File: config.mk
export PLATFORM = sky130hd
export DESIGN_NAME = serial_eeprom_block_controller
export DESIGN_NICKNAME = d
export VERILOG_FILES = /design/src/rtl/sebc_pkg.sv /design/src/rtl/sebc_engine.sv /design/src/rtl/serial_eeprom_block_controller.sv
export SDC_FILE = /design/constraint.sdc
export NUM_CORES = 1
export LEC_CHECK = 0
export BUFFER_PORTS_ARGS = -buffer_cell sky130_fd_sc_hd__buf_4
export CORE_MARGIN = 2
export CORE_UTILIZATION = 35
export CTS_CLUSTER_DIAMETER = 120
export CTS_CLUSTER_SIZE = 16
export DETAILED_ROUTE_END_ITERATION = 16
export HOLD_SLACK_MARGIN = 0.1
export PLACE_DENSITY = 0.56
export SETUP_SLACK_MARGIN = 0.02
export SLEW_MARGIN = 10
export SYNTH_ARGS = -nofsm -noshare
export SYNTH_HDL_FRONTEND = slang
export SYNTH_SLANG_ARGS = --single-unit
export TNS_END_PERCENT = 5
File: constraint.sdc
create_clock -name clk -period 12.1 [get_ports clk]
set_input_delay 3.63 -clock clk [delete_from_list [all_inputs] [get_ports clk]]
set_output_delay 3.63 -clock clk [all_outputs]
set_load 0.02 [all_outputs]
File: src/rtl/sebc_pkg.sv
package sebc_pkg;

	// controller phases
	typedef enum logic [2:0] {
		PH_IDLE  = 3'd0,
		PH_RSEND = 3'd1,
		PH_RRECV = 3'd2,
		PH_WSEND = 3'd3,
		PH_WPOLL = 3'd4
	} phase_t;

	// item kinds
	localparam logic [1:0] KIND_READ  = 2'd0;
	localparam logic [1:0] KIND_WRITE = 2'd1;
	localparam logic [1:0] KIND_SLOT  = 2'd2;
	localparam logic [1:0] KIND_TICK  = 2'd3;

	// completion status
	localparam logic [1:0] ST_OK       = 2'd0;
	localparam logic [1:0] ST_BADADDR  = 2'd1;
	localparam logic [1:0] ST_MISMATCH = 2'd2;
	localparam logic [1:0] ST_TIMEOUT  = 2'd3;

	// configuration register indexes
	localparam logic [1:0] REG_ADDR_BITS    = 2'd0;
	localparam logic [1:0] REG_SECTOR_COUNT = 2'd1;
	localparam logic [1:0] REG_TIMEOUT      = 2'd2;

	localparam logic [3:0]  RST_ADDR_BITS    = 4'd6;
	localparam logic [10:0] RST_SECTOR_COUNT = 11'd64;
	localparam logic [15:0] RST_TIMEOUT      = 16'd10;

	localparam logic [3:0] MAX_ADDR_BITS = 4'd14;
	localparam logic [1:0] MAX_ATTEMPTS  = 2'd3;
	localparam logic [6:0] DROP_BITS     = 7'd4;
	localparam logic [6:0] BLOCK_BITS    = 7'd64;
	localparam logic [6:0] RECV_BITS     = BLOCK_BITS + DROP_BITS;

	typedef struct packed {
		logic [3:0]  addr_bits;
		logic [10:0] sector_count;
		logic [15:0] timeout_ticks;
	} cfg_t;

	typedef struct packed {
		logic [1:0]  kind;
		logic [15:0] sector;
		logic [63:0] write_data;
		logic        serial_in;
	} item_t;

	typedef struct packed {
		logic        serial_out;
		logic        serial_drive;
		logic        busy_res;
		logic        done_res;
		logic [1:0]  status;
		logic [63:0] read_data;
	} result_t;

endpackage

File: src/rtl/sebc_engine.sv
module sebc_engine
	import sebc_pkg::*;
(
	input  logic    clk,
	input  logic    arst_n,
	input  logic    fire,
	input  item_t   item,
	input  cfg_t    cfg,
	output result_t res
);

	phase_t      phase_q, phase_d;
	logic [6:0]  bit_count_q, bit_count_d;
	logic [63:0] shift_q, shift_d;
	logic [13:0] addr_q, addr_d;
	logic [63:0] data_q, data_d;
	logic [1:0]  attempts_q, attempts_d;
	logic [15:0] tick_left_q, tick_left_d;
	logic        timed_out_q, timed_out_d;
	logic        is_write_q, is_write_d;

	logic [3:0]  a_w;
	logic [6:0]  addr_end;
	logic [6:0]  data_end;
	logic [6:0]  frame_len;
	logic [6:0]  b_inc;
	logic [3:0]  addr_idx;
	logic [6:0]  data_pos;
	logic [63:0] shift_rx;
	logic [1:0]  att_inc;
	logic        att_last;

	always_ff @(posedge clk or negedge arst_n) begin
		if (!arst_n) begin
			phase_q     <= PH_IDLE;
			bit_count_q <= '0;
			attempts_q  <= '0;
			tick_left_q <= '0;
			timed_out_q <= 1'b0;
			is_write_q  <= 1'b0;
		end else if (fire) begin
			phase_q     <= phase_d;
			bit_count_q <= bit_count_d;
			attempts_q  <= attempts_d;
			tick_left_q <= tick_left_d;
			timed_out_q <= timed_out_d;
			is_write_q  <= is_write_d;
		end
	end

	always_ff @(posedge clk) begin
		if (fire) begin
			shift_q <= shift_d;
			addr_q  <= addr_d;
			data_q  <= data_d;
		end
	end

	assign a_w       = (cfg.addr_bits > MAX_ADDR_BITS) ? MAX_ADDR_BITS : cfg.addr_bits;
	assign addr_end  = {3'd0, a_w} + 7'd2;
	assign data_end  = addr_end + BLOCK_BITS;
	assign frame_len = (phase_q == PH_RSEND) ? addr_end + 7'd1 : data_end + 7'd1;
	assign b_inc     = bit_count_q + 7'd1;
	// address goes out msb first, index stays below 14 inside the address field
	assign addr_idx  = a_w + 4'd1 - bit_count_q[3:0];
	assign data_pos  = bit_count_q - addr_end;
	assign shift_rx  = (bit_count_q >= DROP_BITS) ? {shift_q[62:0], item.serial_in} : shift_q;
	assign att_inc   = attempts_q + 2'd1;
	assign att_last  = att_inc >= MAX_ATTEMPTS;

	always_comb begin
		phase_d     = phase_q;
		bit_count_d = bit_count_q;
		shift_d     = shift_q;
		addr_d      = addr_q;
		data_d      = data_q;
		attempts_d  = attempts_q;
		tick_left_d = tick_left_q;
		timed_out_d = timed_out_q;
		is_write_d  = is_write_q;
		res         = '0;

		case (item.kind)
			KIND_READ, KIND_WRITE: begin
				if (phase_q == PH_IDLE) begin
					if (item.sector >= {5'd0, cfg.sector_count}) begin
						res.done_res = 1'b1;
						res.status   = ST_BADADDR;
					end else begin
						addr_d      = item.sector[13:0];
						bit_count_d = '0;
						if (item.kind == KIND_WRITE) begin
							data_d     = item.write_data;
							is_write_d = 1'b1;
							attempts_d = '0;
							phase_d    = PH_WSEND;
						end else begin
							is_write_d = 1'b0;
							phase_d    = PH_RSEND;
						end
					end
				end
			end
			KIND_TICK: begin
				if (phase_q == PH_WPOLL && tick_left_q != '0) begin
					tick_left_d = tick_left_q - 16'd1;
					if (tick_left_q == 16'd1)
						timed_out_d = 1'b1;
				end
			end
			KIND_SLOT: begin
				case (phase_q)
					PH_RSEND, PH_WSEND: begin
						res.serial_drive = 1'b1;
						if (bit_count_q == 7'd0) begin
							res.serial_out = 1'b1;
						end else if (bit_count_q == 7'd1) begin
							res.serial_out = (phase_q == PH_RSEND);
						end else if (bit_count_q < addr_end) begin
							res.serial_out = addr_q[addr_idx];
						end else if (phase_q == PH_WSEND && bit_count_q < data_end) begin
							// data word leaves msb first
							res.serial_out = data_q[~data_pos[5:0]];
						end
						bit_count_d = b_inc;
						if (b_inc >= frame_len) begin
							bit_count_d = '0;
							if (phase_q == PH_RSEND) begin
								phase_d = PH_RRECV;
								shift_d = '0;
							end else begin
								phase_d     = PH_WPOLL;
								tick_left_d = cfg.timeout_ticks;
								timed_out_d = 1'b0;
							end
						end
					end
					PH_RRECV: begin
						shift_d     = shift_rx;
						bit_count_d = b_inc;
						if (b_inc >= RECV_BITS) begin
							bit_count_d = '0;
							if (!is_write_q) begin
								phase_d       = PH_IDLE;
								res.done_res  = 1'b1;
								res.status    = ST_OK;
								res.read_data = shift_rx;
							end else if (shift_rx == data_q) begin
								phase_d      = PH_IDLE;
								res.done_res = 1'b1;
								res.status   = ST_OK;
							end else begin
								attempts_d = att_inc;
								if (att_last) begin
									phase_d      = PH_IDLE;
									res.done_res = 1'b1;
									res.status   = ST_MISMATCH;
								end else begin
									phase_d = PH_WSEND;
								end
							end
						end
					end
					PH_WPOLL: begin
						if (item.serial_in) begin
							phase_d     = PH_RSEND;
							bit_count_d = '0;
						end else if (timed_out_q) begin
							attempts_d = att_inc;
							if (att_last) begin
								phase_d      = PH_IDLE;
								res.done_res = 1'b1;
								res.status   = ST_TIMEOUT;
							end else begin
								phase_d     = PH_WSEND;
								bit_count_d = '0;
							end
						end
					end
					default: begin
					end
				endcase
			end
			default: begin
			end
		endcase

		res.busy_res = (phase_d != PH_IDLE);
	end

`ifndef ASSERT_OFF
	a_drive_in_send: assert property (@(posedge clk) disable iff (!arst_n)
		fire && res.serial_drive |-> (phase_q == PH_RSEND || phase_q == PH_WSEND))
		else $error("serial line driven outside a send frame");

	a_done_goes_idle: assert property (@(posedge clk) disable iff (!arst_n)
		fire && res.done_res |=> phase_q == PH_IDLE)
		else $error("controller still busy after finishing");

	a_attempts_bound: assert property (@(posedge clk) disable iff (!arst_n)
		(phase_q != PH_IDLE) && is_write_q |-> attempts_q < MAX_ATTEMPTS)
		else $error("write retried past the attempt limit");

	a_rdata_on_read: assert property (@(posedge clk) disable iff (!arst_n)
		fire && (res.read_data != '0) |-> res.done_res && !is_write_q)
		else $error("read data shown outside a finished read");

	a_idle_count: assert property (@(posedge clk) disable iff (!arst_n)
		phase_q == PH_IDLE |-> bit_count_q == '0)
		else $error("bit count left over in idle");
`endif

endmodule

File: src/rtl/serial_eeprom_block_controller.sv
// channel | handshake            | payload
// req     | req_valid, req_stall | kind, sector, write_data, serial_in
// rsp     | rsp_valid, rsp_stall | serial_out, serial_drive, busy_res, done_res, status, read_data
// cfg     | cfg_we               | cfg_index, cfg_data
//
// one word per cycle sustained while results are not stalled; each word gets exactly one result word
// an accepted word is registered in the item register, then goes through one pass
// of the controller into the result register
// reset clears both valid stages, loads register defaults and leaves the controller idle
// a stalled result holds; words keep coming in as long as the item stage is free or moving
module serial_eeprom_block_controller
	import sebc_pkg::*;
(
	input  logic        clk,
	input  logic        arst_n,
	input  logic        req_valid,
	output logic        req_stall,
	input  logic [1:0]  kind,
	input  logic [15:0] sector,
	input  logic [63:0] write_data,
	input  logic        serial_in,
	output logic        rsp_valid,
	input  logic        rsp_stall,
	output logic        serial_out,
	output logic        serial_drive,
	output logic        busy_res,
	output logic        done_res,
	output logic [1:0]  status,
	output logic [63:0] read_data,
	input  logic        cfg_we,
	input  logic [1:0]  cfg_index,
	input  logic [15:0] cfg_data
);

	cfg_t    cfg_q;
	logic    valid_s1;
	item_t   item_s1;
	logic    rsp_valid_q;
	result_t rsp_q;
	result_t res;
	logic    advance;
	logic    req_take;

	assign advance   = valid_s1 && (!rsp_valid_q || !rsp_stall);
	assign req_stall = valid_s1 && !advance;
	assign req_take  = req_valid && !req_stall;

	always_ff @(posedge clk or negedge arst_n) begin
		if (!arst_n) begin
			cfg_q.addr_bits     <= RST_ADDR_BITS;
			cfg_q.sector_count  <= RST_SECTOR_COUNT;
			cfg_q.timeout_ticks <= RST_TIMEOUT;
		end else if (cfg_we) begin
			case (cfg_index)
				REG_ADDR_BITS:    cfg_q.addr_bits     <= cfg_data[3:0];
				REG_SECTOR_COUNT: cfg_q.sector_count  <= cfg_data[10:0];
				REG_TIMEOUT:      cfg_q.timeout_ticks <= cfg_data;
				default: begin
				end
			endcase
		end
	end

	always_ff @(posedge clk or negedge arst_n) begin
		if (!arst_n) begin
			valid_s1    <= 1'b0;
			rsp_valid_q <= 1'b0;
		end else begin
			if (req_take)
				valid_s1 <= 1'b1;
			else if (advance)
				valid_s1 <= 1'b0;
			if (advance)
				rsp_valid_q <= 1'b1;
			else if (!rsp_stall)
				rsp_valid_q <= 1'b0;
		end
	end

	always_ff @(posedge clk) begin
		if (req_take) begin
			item_s1.kind       <= kind;
			item_s1.sector     <= sector;
			item_s1.write_data <= write_data;
			item_s1.serial_in  <= serial_in;
		end
		if (advance)
			rsp_q <= res;
	end

	sebc_engine u_engine (
		.clk    (clk),
		.arst_n (arst_n),
		.fire   (advance),
		.item   (item_s1),
		.cfg    (cfg_q),
		.res    (res)
	);

	assign rsp_valid    = rsp_valid_q;
	assign serial_out   = rsp_q.serial_out;
	assign serial_drive = rsp_q.serial_drive;
	assign busy_res     = rsp_q.busy_res;
	assign done_res     = rsp_q.done_res;
	assign status       = rsp_q.status;
	assign read_data    = rsp_q.read_data;

endmodule

# Word level (Yosys, flattened, before mapping)
# Cells that the tools add are included.
[op_classes]
add_sub_neg = 10
n_lt_le_gt_ge = 10
eq_ne = 32
n_mux = 75
bitwise = 5
reduce_logical = 34
[ops]
columns = ["operator", "count"]
rows = [
  ["$mux 64", 4],
  ["$pmux 64 s2", 1],
  ["$mux 67", 1],
  ["$eq 64x64->1", 1],
  ["$mux 16", 4],
  ["$mux 7", 8],
  ["$mux 3", 16],
  ["$pmux 16 s2", 1],
  ["$mux 2", 11],
  ["$add 7x1->7 const B", 3],
  ["$pmux 7 s3", 1],
  ["$pmux 3 s2", 3],
  ["$mux 1", 17],
  ["$eq 16x1->1 const B", 1],
  ["$ge 16x11->1", 1],
  ["$ne 2x1->1 const B", 8],
  ["$reduce_bool 16->1", 1],
  ["$sub 16x1->16 const B", 1],
  ["$pmux 7 s2", 1],
  ["$reduce_and 7->1", 2],
  ["$ne 3x2->1 const B", 4],
  ["$reduce_and 11->1", 1],
  ["$reduce_and 5->1", 2],
  ["$pmux 3 s3", 1],
  ["other kinds (45)", 72],
]
[word_totals]
regBits = 358

# Longest topological paths before layout
# Gate-level depths: netlist (run 1).
[logic_depth]
ltp_word = 11
mapped_depth = 16
depth_no_buf = 14

# By module
# From an unflattened synthesis (run 1), not the netlist that was laid out.
[unflattened]
hier_cells = 1314
area_unflattened_um2 = 16857.4
[modules_own_cells]
columns = ["module", "instances", "cells_each", "area_per_inst_um2", "seq_area_each_um2"]
rows = [
  ["sebc_engine", 1, 1086, 10949.3, 5014.8],
  ["serial_eeprom_block_controller", 1, 228, 5908.2, 5426.5],
]

# Worst setup path before layout (run 1)
# Ideal clock, no wire load.
[synth_path]
path_type = "input to register"
from = "input rsp_stall"
to = "register u_engine.shift_q[0], enable pin"
setup_ns = 0.644
arrival_time_ns = 10.007
required_ns = 11.456
path_slack_ns = 1.449
path_stages = 3
path_cell_list = "nand2_1 -> nand2_1 -> nor4_1"
[synth_between]
elab_chain_len = 4
[synth_rtl]
columns = ["element", "line", "text"]
rows = [
  ["start: declaration", "serial_eeprom_block_controller.sv:23", "input logic rsp_stall,"],
  ["$logic_not 1->1", "n/a", ""],
  ["$logic_or 1x1->1", "serial_eeprom_block_controller.sv:44", "assign advance = valid_s1 && (!rsp_valid_q || !rsp_stall);"],
  ["$logic_and 1x1->1", "serial_eeprom_block_controller.sv:44", ""],
  ["$reduce_and 5->1 (no source line)", "n/a", ""],
  ["end signal: assignment", "sebc_engine.sv:53", "shift_q <= shift_d;"],
  ["end: declaration", "sebc_engine.sv:14", "logic [63:0] shift_q, shift_d;"],
]
# No other way between the ends.
# A chain may end at the register's enable or synchronous reset.

# Final worst setup path (run 1)
[layout_path]
from = "input rsp_stall"
to = "output req_stall"
[layout_between]
elab_chain_len = 5
[layout_rtl]
columns = ["element", "line", "text"]
rows = [
  ["$logic_not 1->1", "n/a", ""],
  ["$logic_or 1x1->1", "serial_eeprom_block_controller.sv:44", ""],
  ["$logic_and 1x1->1", "serial_eeprom_block_controller.sv:44", ""],
  ["$logic_not 1->1", "serial_eeprom_block_controller.sv:45", "assign req_stall = valid_s1 && !advance;"],
  ["$logic_and 1x1->1", "serial_eeprom_block_controller.sv:45", ""],
  ["end: declaration", "serial_eeprom_block_controller.sv:17", "output logic req_stall,"],
]
# No other way between the ends.

==> out/qor.txt, run 1 <==
status: finished, final reports clean
Pre-Repair DR Iteration Count: 5
Post-synth EDFFs: 295
Inserted Clock Buffers: 26
ys flop type: edfxtp_1
power after layout: 3.304 mW
RSZ-0062 raised after global routing: false
Post-synth top cells: edfxtp_1, nor2_1, inv_1, dfrtp_1, a21oi_1
syn nets: 1480
Synth-to-Final Area Change: 16.07%
Synth Warn #: 0
CP Class: in2out
Least-Margin Pin Slew: 1.131 ns
CTS resizes: 0
final setup violation count: 0
fmax: 130.2 MHz
Clock Sink Count: 358
Worst-path clk slew: 0.07 ns
Rows: 80
Area contributors post-synth: edfxtp_1, dfrtp_1, nor2_1, mux4_2, ha_1
share of cells above drive strength 1: 20.01%
total number of vias: 11460
CTS tree: yes
worst skew pair latency: 0.58 ns
R2R depth: 8
Routed Antenna Nets: 0
post-DP HPWL: 36.81 mm
Worst R2R End: busy_res
Syn Area/Cell: 12.53 um^2
cell count after synthesis: 1339
routability cong.: 0.9752
Port Buffers: 177
most frequent cell after synthesis: edfxtp_1
synthesized cell area: 0.01678 mm^2
DR iter-0 viols: 833
FF+latch count, synth: 358
H-tree levels: 1
CP endpoint kind: output pin
asr flop ratio synth: 17.60%
gr usage total: 19.66%
post-synth top area share: 52.78%
number of max-cap violations: 0
setup TNS: 0 ns
worst-path fanout max: 3
CP arrival: 4.05 ns
sequential share of the synthesized area: 62.22%
Post-CTS Setup Inserts: 0
Starting Density: 35.30%
Rel. slew slack: 24.62%
GR Overflow Total: 0
Hold Worst Slack: 0.4185 ns
post-synth top area cell: edfxtp_1
Ports: 178
nets: 1644
chip width: 223.0 um
largest net degree at the start of global routing: 84
crit share post-route: 63.47%
max-slew violations: 0
worst min-delay path class: reg2reg
Hold Crit Endpoint: u_engine.data_q[61]
PD cells: 169.6 mW/mm^2
VDD IR-drop max: 0.0001070 V
final WL: 49.41 mm
WL per Instance: 23.21 um
Critical R2R Launch: u_engine.bit_count_q[2]
Req. time, crit path: 8.47 ns
Clock Root Buffer: clkbuf_16
initial antenna violation count: 0
number of global-route vias before repair: 11405
Min-Delay Startpoint: item_s1[62]
Worst R2R Setup Slack: 7.49 ns
Longest Clk Path Bufs: 3
Clock Skews: 0.03731 ns
DR DRC count: 0
final hold violations: 0
first-pass GRT wire length: 73.19 mm
Static Leak: 7.512 nW
post-synth cell types: 72
worst hold path depth: 0
die footprint: 0.04972 mm^2
minimum clock period after layout: 7.680 ns
hold_buf cts: 0
via-per-instance ratio: 5.383
ant diodes: 0
height of the die: 223.0 um
core area: 0.04755 mm^2
startpoint type of the worst setup path: input pin
## area by class of cell
class	count	area, um^2
clock buffers	37	713.2
clock inverters	2	25.02
well taps	615	769.5
multi-input cells	837	5773
fillers	4497	28070
flip-flops and latches	358	10440
repair buffers	188	1411
inverters	92	345.3
## sequential cells by signal, summed over array words and instances, names as in the netlist, 2 cells and up
signal                cells
u_engine.phase_q          3
cfg_q                    31
u_engine.addr_q          14
u_engine.attempts_q       2
status                    2
item_s1                  83
u_engine.data_q          64
read_data                64
u_engine.bit_count_q      7
u_engine.tick_left_q     16
u_engine.shift_q         64
## routing by layer
layer	global-route usage [%]	vias to the layer above	routed length, um
li1	-	5281	-
met1	26.41	5720	21160
met2	33.13	378	24160
met3	2.515	81	2348
met4	6.300	0	1741
met5	0	-	0
## through the flow
| step | instances | utilization [%] | instance area, um^2 | setup WS [ns] |
|---|---|---|---|---|
| 2_1_floorplan | 1339 | - | 16780 | 1.449 |
| 3_3_place_gp | 2090 | 39.42 | 18740 | 4.413 |
| 3_5_place_dp | 2090 | 39.42 | 18740 | 4.418 |
| 4_1_cts | 2129 | 40.97 | 19480 | 4.417 |
| 5_1_grt | 2129 | 40.97 | 19480 | 4.373 |
| 6_report | 2129 | 40.97 | 19480 | 4.420 |
## placed cells by master, fill, tap and decap left out, drive strengths merged, types with 5 or more instances in the layout
cell type  synthesis  layout
dfstp              5       5
o211ai            11      11
ha                33      33
edfxtp           295     295
nor2             190     190
o32ai              5       5
a21oi             57      57
o2bb2ai            6       6
nor4              20      20
and2               5       5
nand4             13      13
xnor2             40      40
nand2b            20      20
a22o               5       5
buf               16     188
a221oi            15      15
clkbuf            36      37
mux2              35      35
nand3             29      29
or2               10      10
o22ai             26      26
nor2b              9       9
nand2             55      55
a21boi             7       7
xor2              29      29
nand3b             9       9
nor3              24      24
dfrtp             58      58
mux2i             28      28
a211oi             7       7
o21ai             50      50
o2111ai            8       8
mux4              19      19
a21o              13      13
inv               91      92
a2111oi            6       6
## report_power, final
part / total [mW] / switching [mW] / internal [mW]
logic: 0.974 / 0.585 / 0.389
clock network: 0.828 / 0.419 / 0.409
registers: 1.50 / 0.0641 / 1.44
total: 3.30 / 1.07 / 2.24
## worst max path at each step
stage | end | start | cells past startpoint | slack, ns
floorplan | u_engine.shift_q[0] | rsp_stall | 3 | 1.45
global placement | req_stall | rsp_stall | 4 | 4.41
detailed placement | req_stall | rsp_stall | 4 | 4.42
CTS | req_stall | rsp_stall | 4 | 4.42
global route | req_stall | rsp_stall | 4 | 4.37
finish | req_stall | rsp_stall | 4 | 4.42
## critical path: stages
cell     delay [ns]
buf_4          0.11
nand3_1        0.11
inv_1          0.05
buf_4          0.15
## logic make-up (layout without fill, tap and decap cells)
kind of cell,after synthesis,in the layout,synth area share [%]
buf+inv,144,319,3.511
compound gates,251,251,10.12
flops,358,358,62.22
mux,82,82,6.613
simple gates,399,399,11.22
other cells,1,1,0.02234
fa+ha+maj,35,35,2.699
xor+xnor,69,69,3.601
Note: power is estimated with default switching activity, not from simulation.
==> run 2: changes to the inputs <==
==> constraint.sdc (replaced) <==
create_clock -name clk -period 7.15 [get_ports clk]
set_input_delay 2.145 -clock clk [delete_from_list [all_inputs] [get_ports clk]]
set_output_delay 2.145 -clock clk [all_outputs]
set_load 0.02 [all_outputs]
==> out/qor.txt, run 2 (synthesis gave the netlist of run 1 again) <==
DR DRC count: 0 (unchanged)
Static Leak: 7.515 nW (about the same)
Port Buffers: 177 (unchanged)
Post-CTS Setup Inserts: 0 (unchanged)
core area: 0.04755 mm^2 (unchanged)
Stages on worst setup path: 4 (unchanged)
post-DP HPWL: 37.47 mm (+1.8%)
share of cells above drive strength 1: 20.07% (+0.053 points)
gr usage total: 19.88% (+0.22 points)
CP arrival: 2.59 ns (-1.46 ns)
CP endpoint kind: output pin
CP dominant cell by count: buf_4
Pint: 3.787 mW (+69%)
worst-path fanout max: 3 (unchanged)
die footprint: 0.04972 mm^2 (unchanged)
crit-path cells: buf_4 -> nand3_1 -> inv_1 -> buf_4
Longest Clk Path Bufs: 3 (unchanged)
combinational cell fraction of total power: 29.9% (+0.4 points)
sequential share of power: 45.4% (about the same)
CTS tree: yes
Rel. slew slack: 21.61% (-3.0 points)
nets: 1646 (+0.12%)
GR Overflow Total: 0 (unchanged)
commonest non-fill, non-tap cells in the layout: edfxtp_1, buf_4, nor2_1
Worst-path clk slew: 0.07 ns (about the same)
fmax: 211.1 MHz
largest net degree at the start of global routing: 68 (-19%)
Hold Worst Slack: 0.4127 ns (-0.005741 ns)
Ports: 178 (unchanged)
PD cells: 287.2 mW/mm^2 (+69%)
H-tree levels: 1 (unchanged)
Switching Share: 32.33% (about the same)
WL per Instance: 23.37 um (+0.71%)
Req. time, crit path: 5.01 ns (-3.46 ns)
worst min-delay path class: reg2reg
Inserted Clock Buffers: 26 (unchanged)
crit share post-route: 66.26%
final hold violations: 0 (unchanged)
Clock Root Buffer: clkbuf_16
CP peak stage delay: 0.15 ns (about the same)
RSZ-0062 raised after global routing: false
commonest non-fill, non-tap cell in the layout: edfxtp_1
Worst Setup SP: rsp_stall
CTS resizes: 0 (unchanged)
placed cell area: 0.01877 mm^2 (+0.13%)
Rows: 80 (unchanged)
CP endpoint: req_stall
final WL: 49.78 mm (+0.76%)
height of the die: 223.0 um (unchanged)
Worst R2R End: busy_res
status: finished, final reports clean
Least-Margin Pin Slew: 1.175 ns (+0.04388 ns)
Starting Density: 35.30% (unchanged)
via-per-instance ratio: 5.361 (-0.40%)
final setup violation count: 0 (unchanged)
setup TNS: 0 ns (unchanged)
Routed Antenna Nets: 0 (unchanged)
Buf+Inv Stages, Crit Path: 3 (unchanged)
CP max-delay cell: buf_4
max-slew violations: 0 (unchanged)
initial antenna violation count: 0 (unchanged)
Worst R2R Setup Slack: 2.73 ns (-4.76 ns)
CP top delay family: buffers and inverters
CP Class: in2out
ant diodes: 0 (unchanged)
Finished Core Util: 40.99% (about the same)
Synth-to-Final Area Change: 16.13% (about the same)
routability cong.: 0.9719 (-0.34%)
non-filler cells, final: 2130 (+0.047%)
Clock Sink Count: 358 (unchanged)
VDD IR-drop max: 0.0001618 V (+51%)
total number of vias: 11419 (-0.36%)
net switching power: 1.809 mW (+69%)
number of global-route vias before repair: 11553 (+1.3%)
Final Cell Area: 0.01949 mm^2 (about the same)
Largest Register: item_s1
chip width: 223.0 um (unchanged)
Clock Skews: 0.02572 ns (-0.01159 ns)
Pre-Repair DR Iteration Count: 5 (unchanged)
DP Cell Count: 2092 (+0.096%)
minimum clock period after layout: 4.738 ns
hold_buf cts: 0 (unchanged)
Critical R2R Launch: u_engine.bit_count_q[2]
first-pass GRT wire length: 73.86 mm (+0.91%)
clock share of power: 24.7% (-0.4 points)
startpoint type of the worst setup path: input pin
DR iter-0 viols: 924 (+11%)
max FFs per register: 83 (unchanged)
R2R depth: 8 (unchanged)
number of max-cap violations: 0 (unchanged)
worst skew pair latency: 0.57 ns (about the same)
run 2: cell count changes in the layout (fill, tap and decap cells not counted), sizes merged:
cell	change
buf	+2
clkinv	-1
run 2: cell type report:
class / count / area, um^2
clock buffer: 37 / 713.2
clock inverter: 1 / 11.26
fill: 4448 / 28060
inverter: 92 / 346.6
multi-input combinational: 837 / 5782
sequential: 358 / 10440
tap: 615 / 769.5
timing repair buffer: 190 / 1426
run 2: metrics by stage:
| stage | power, mW | setup slack, ns |
|---|---|---|
| 2_1_floorplan | 3.711 | -0.2853 |
| 6_report | 5.597 | 2.412 |
| 3_3_place_gp | 4.239 | 2.433 |
| 5_1_grt | 5.877 | 2.396 |
| 3_5_place_dp | 4.265 | 2.324 |
| 4_1_cts | 5.667 | 2.412 |
run 2: worst min-delay path by stage:
stage                      from  slack, ns  depth (start not counted)             endpoint
floorplan            item_s1[1]       0.40                          0   u_engine.data_q[0]
global placement    item_s1[35]       0.41                          0  u_engine.data_q[34]
detailed placement  item_s1[36]       0.41                          0  u_engine.data_q[35]
CTS                 item_s1[36]       0.42                          0  u_engine.data_q[35]
global route        item_s1[36]       0.42                          0  u_engine.data_q[35]
finish              item_s1[32]       0.41                          0  u_engine.data_q[31]
run 2: power groups by stage:
stage / Clock (mW) / Sequential [mW] / Combinational (mW)
finish: 1.38 / 2.54 / 1.67
global route: 1.50 / 2.56 / 1.82
floorplan: 0 / 2.57 / 1.14
global placement: 0 / 2.59 / 1.65
CTS: 1.44 / 2.54 / 1.69
detailed placement: 0 / 2.59 / 1.68
run 2: metal layers:
layer / track usage [%] / part of all wire, %
met5: 0 / 0
met4: 6.192 / 3.4
met3: 2.555 / 4.6
met2: 34.79 / 50
met1: 25.67 / 42
==> run 3: changes to the inputs <==
==> constraint.sdc (replaced) <==
create_clock -name clk -period 4.6 [get_ports clk]
set_input_delay 1.38 -clock clk [delete_from_list [all_inputs] [get_ports clk]]
set_output_delay 1.38 -clock clk [all_outputs]
set_load 0.02 [all_outputs]
==> out/qor.txt, run 3 (synthesis gave the netlist of run 1 again) <==
crit share post-route: 86.04%
startpoint type of the worst setup path: register
setup TNS: 0 ns (unchanged)
final WL: 52.18 mm (+4.8%)
ant diodes: 0 (unchanged)
Largest Register: item_s1
CP Class: reg2reg
PD cells: 441.7 mW/mm^2 (+54%)
Starting Density: 35.30% (unchanged)
Clock Sink Count: 358 (unchanged)
Longest Clk Path Bufs: 3 (unchanged)
core area: 0.04755 mm^2 (unchanged)
initial antenna violation count: 0 (unchanged)
minimum clock period after layout: 3.958 ns
fmax: 252.7 MHz
Req. time, crit path: 5.08 ns (+0.07 ns)
Clock Root Buffer: clkbuf_16
final hold violations: 0 (unchanged)
max-slew violations: 0 (unchanged)
DP Cell Count: 2101 (+0.43%)
worst min-delay path class: reg2reg
DR DRC count: 0 (unchanged)
number of max-cap violations: 0 (unchanged)
Routed Antenna Nets: 0 (unchanged)
CP top delay family: simple AND/OR/NAND/NOR gates
CP max-delay cell: and3_1
chip width: 223.0 um (unchanged)
placed cell area: 0.01885 mm^2 (+0.45%)
post-DP HPWL: 39.26 mm (+4.8%)
hold_buf cts: 0 (unchanged)
VDD IR-drop max: 0.0002729 V (+69%)
H-tree levels: 1 (unchanged)
number of global-route vias before repair: 11621 (+0.59%)
commonest non-fill, non-tap cells in the layout: edfxtp_1, buf_4, nor2_1
Synth-to-Final Area Change: 16.86%
DR top layer: met4
Setup WS post-layout: 0.6424 ns (-1.770 ns)
CTS resizes: 0 (unchanged)
WL met3: 3.009 mm (+32%)
total number of vias: 11722 (+2.7%)
height of the die: 223.0 um (unchanged)
R2R depth: 12 (+4)
Ports: 178 (unchanged)
commonest non-fill, non-tap cell in the layout: edfxtp_1
RSZ-0062 raised after global routing: false
Rel. slew slack: 22.93% (+1.3 points)
Buf+Inv Stages, Crit Path: 1 (-2)
final setup violation count: 0 (unchanged)
Worst-path clk slew: 0.08 ns (about the same)
worst hold path depth: 0 (unchanged)
largest net degree at the start of global routing: 84 (+24%)
Stages on worst setup path: 12 (+8)
routability cong.: 0.9515 (-2.1%)
WL per Instance: 24.28 um (+3.9%)
GR Overflow Total: 0 (unchanged)
DRT met1 WL: 22.63 mm (+8.7%)
gr usage total: 20.81% (+0.93 points)
Static Leak: 7.577 nW (+0.82%)
DR iter-0 viols: 1207 (+31%)
CP peak stage delay: 0.91 ns (+0.76 ns)
Pre-Repair DR Iteration Count: 5 (unchanged)
Hold Worst Slack: 0.4136 ns (+0.0008570 ns)
Inserted Clock Buffers: 26 (unchanged)
Final Cell Area: 0.01961 mm^2 (+0.63%)
CP arrival: 4.44 ns (+1.85 ns)
Rows: 80 (unchanged)
Port Buffers: 177 (unchanged)
via-per-instance ratio: 5.455 (+1.7%)
Met2 Wirelength: 25.18 mm (+0.66%)
worst-path fanout max: 29 (+26)
status: finished, final reports clean
Clock Skews: 0.02187 ns (-0.003852 ns)
die footprint: 0.04972 mm^2 (unchanged)
Post-CTS Setup Inserts: 0 (unchanged)
Setup WS pre-CTS: 0.6300 ns (-1.694 ns)
max FFs per register: 83 (unchanged)
share of cells above drive strength 1: 20.40% (+0.34 points)
Least-Margin Pin Slew: 1.156 ns (-0.01849 ns)
non-filler cells, final: 2149 (+0.89%)
CP endpoint kind: register
CTS tree: yes
worst skew pair latency: 0.56 ns (about the same)
first-pass GRT wire length: 77.24 mm (+4.6%)
nets: 1655 (+0.55%)
CP dominant cell by count: a21o_1
crit-path cells: nand3_1 -> nand2_1 -> inv_1 -> ha_1 -> nand2b_1 -> a21o_1 -> a21o_1 -> a211oi_1 -> o32ai_1 -> and3_1 -> a41oi_1 -> a21oi_1
-- run 3: final cells by class --
class	instances	area [um^2]
multi-input cells	837	5788
fillers	4479	27930
inverters	92	345.3
clock buffers	47	750.7
clock inverters	1	11.26
repair buffers	199	1506
well taps	615	769.5
flip-flops and latches	358	10440
-- run 3: power by group --
| group | total (mW) | switching, mW | internal, mW |
|---|---|---|---|
| Combinational | 2.51 | 1.45 | 1.06 |
| Sequential | 3.95 | 0.167 | 3.78 |
| Clock | 2.20 | 1.10 | 1.10 |
-- run 3: final timing paths --
kind,start,end,slack (ns)
max,cfg_q[28],u_engine.timed_out_q,0.64
min,item_s1[15],u_engine.data_q[14],0.41
max reg2reg,cfg_q[28],u_engine.timed_out_q,0.64
min reg2reg,item_s1[15],u_engine.data_q[14],0.41
max in group asynchronous,arst_n,cfg_q[19],3.12
min in group asynchronous,arst_n,cfg_q[24],0.92
-- run 3: layer usage --
| layer | up-vias | track usage (%) |
|---|---|---|
| li1 | 5303 | - |
| met1 | 5898 | 29.14 |
| met2 | 446 | 34.16 |
| met3 | 75 | 2.397 |
| met4 | 0 | 6.105 |
| met5 | - | 0 |
-- run 3: metrics by stage --
step	util, %	power [mW]
after global routing	41.25	9.097
final	41.25	8.662
after global placement	39.65	6.478
after floorplan	-	5.769
after CTS	41.25	8.739
after detailed placement	39.65	6.526
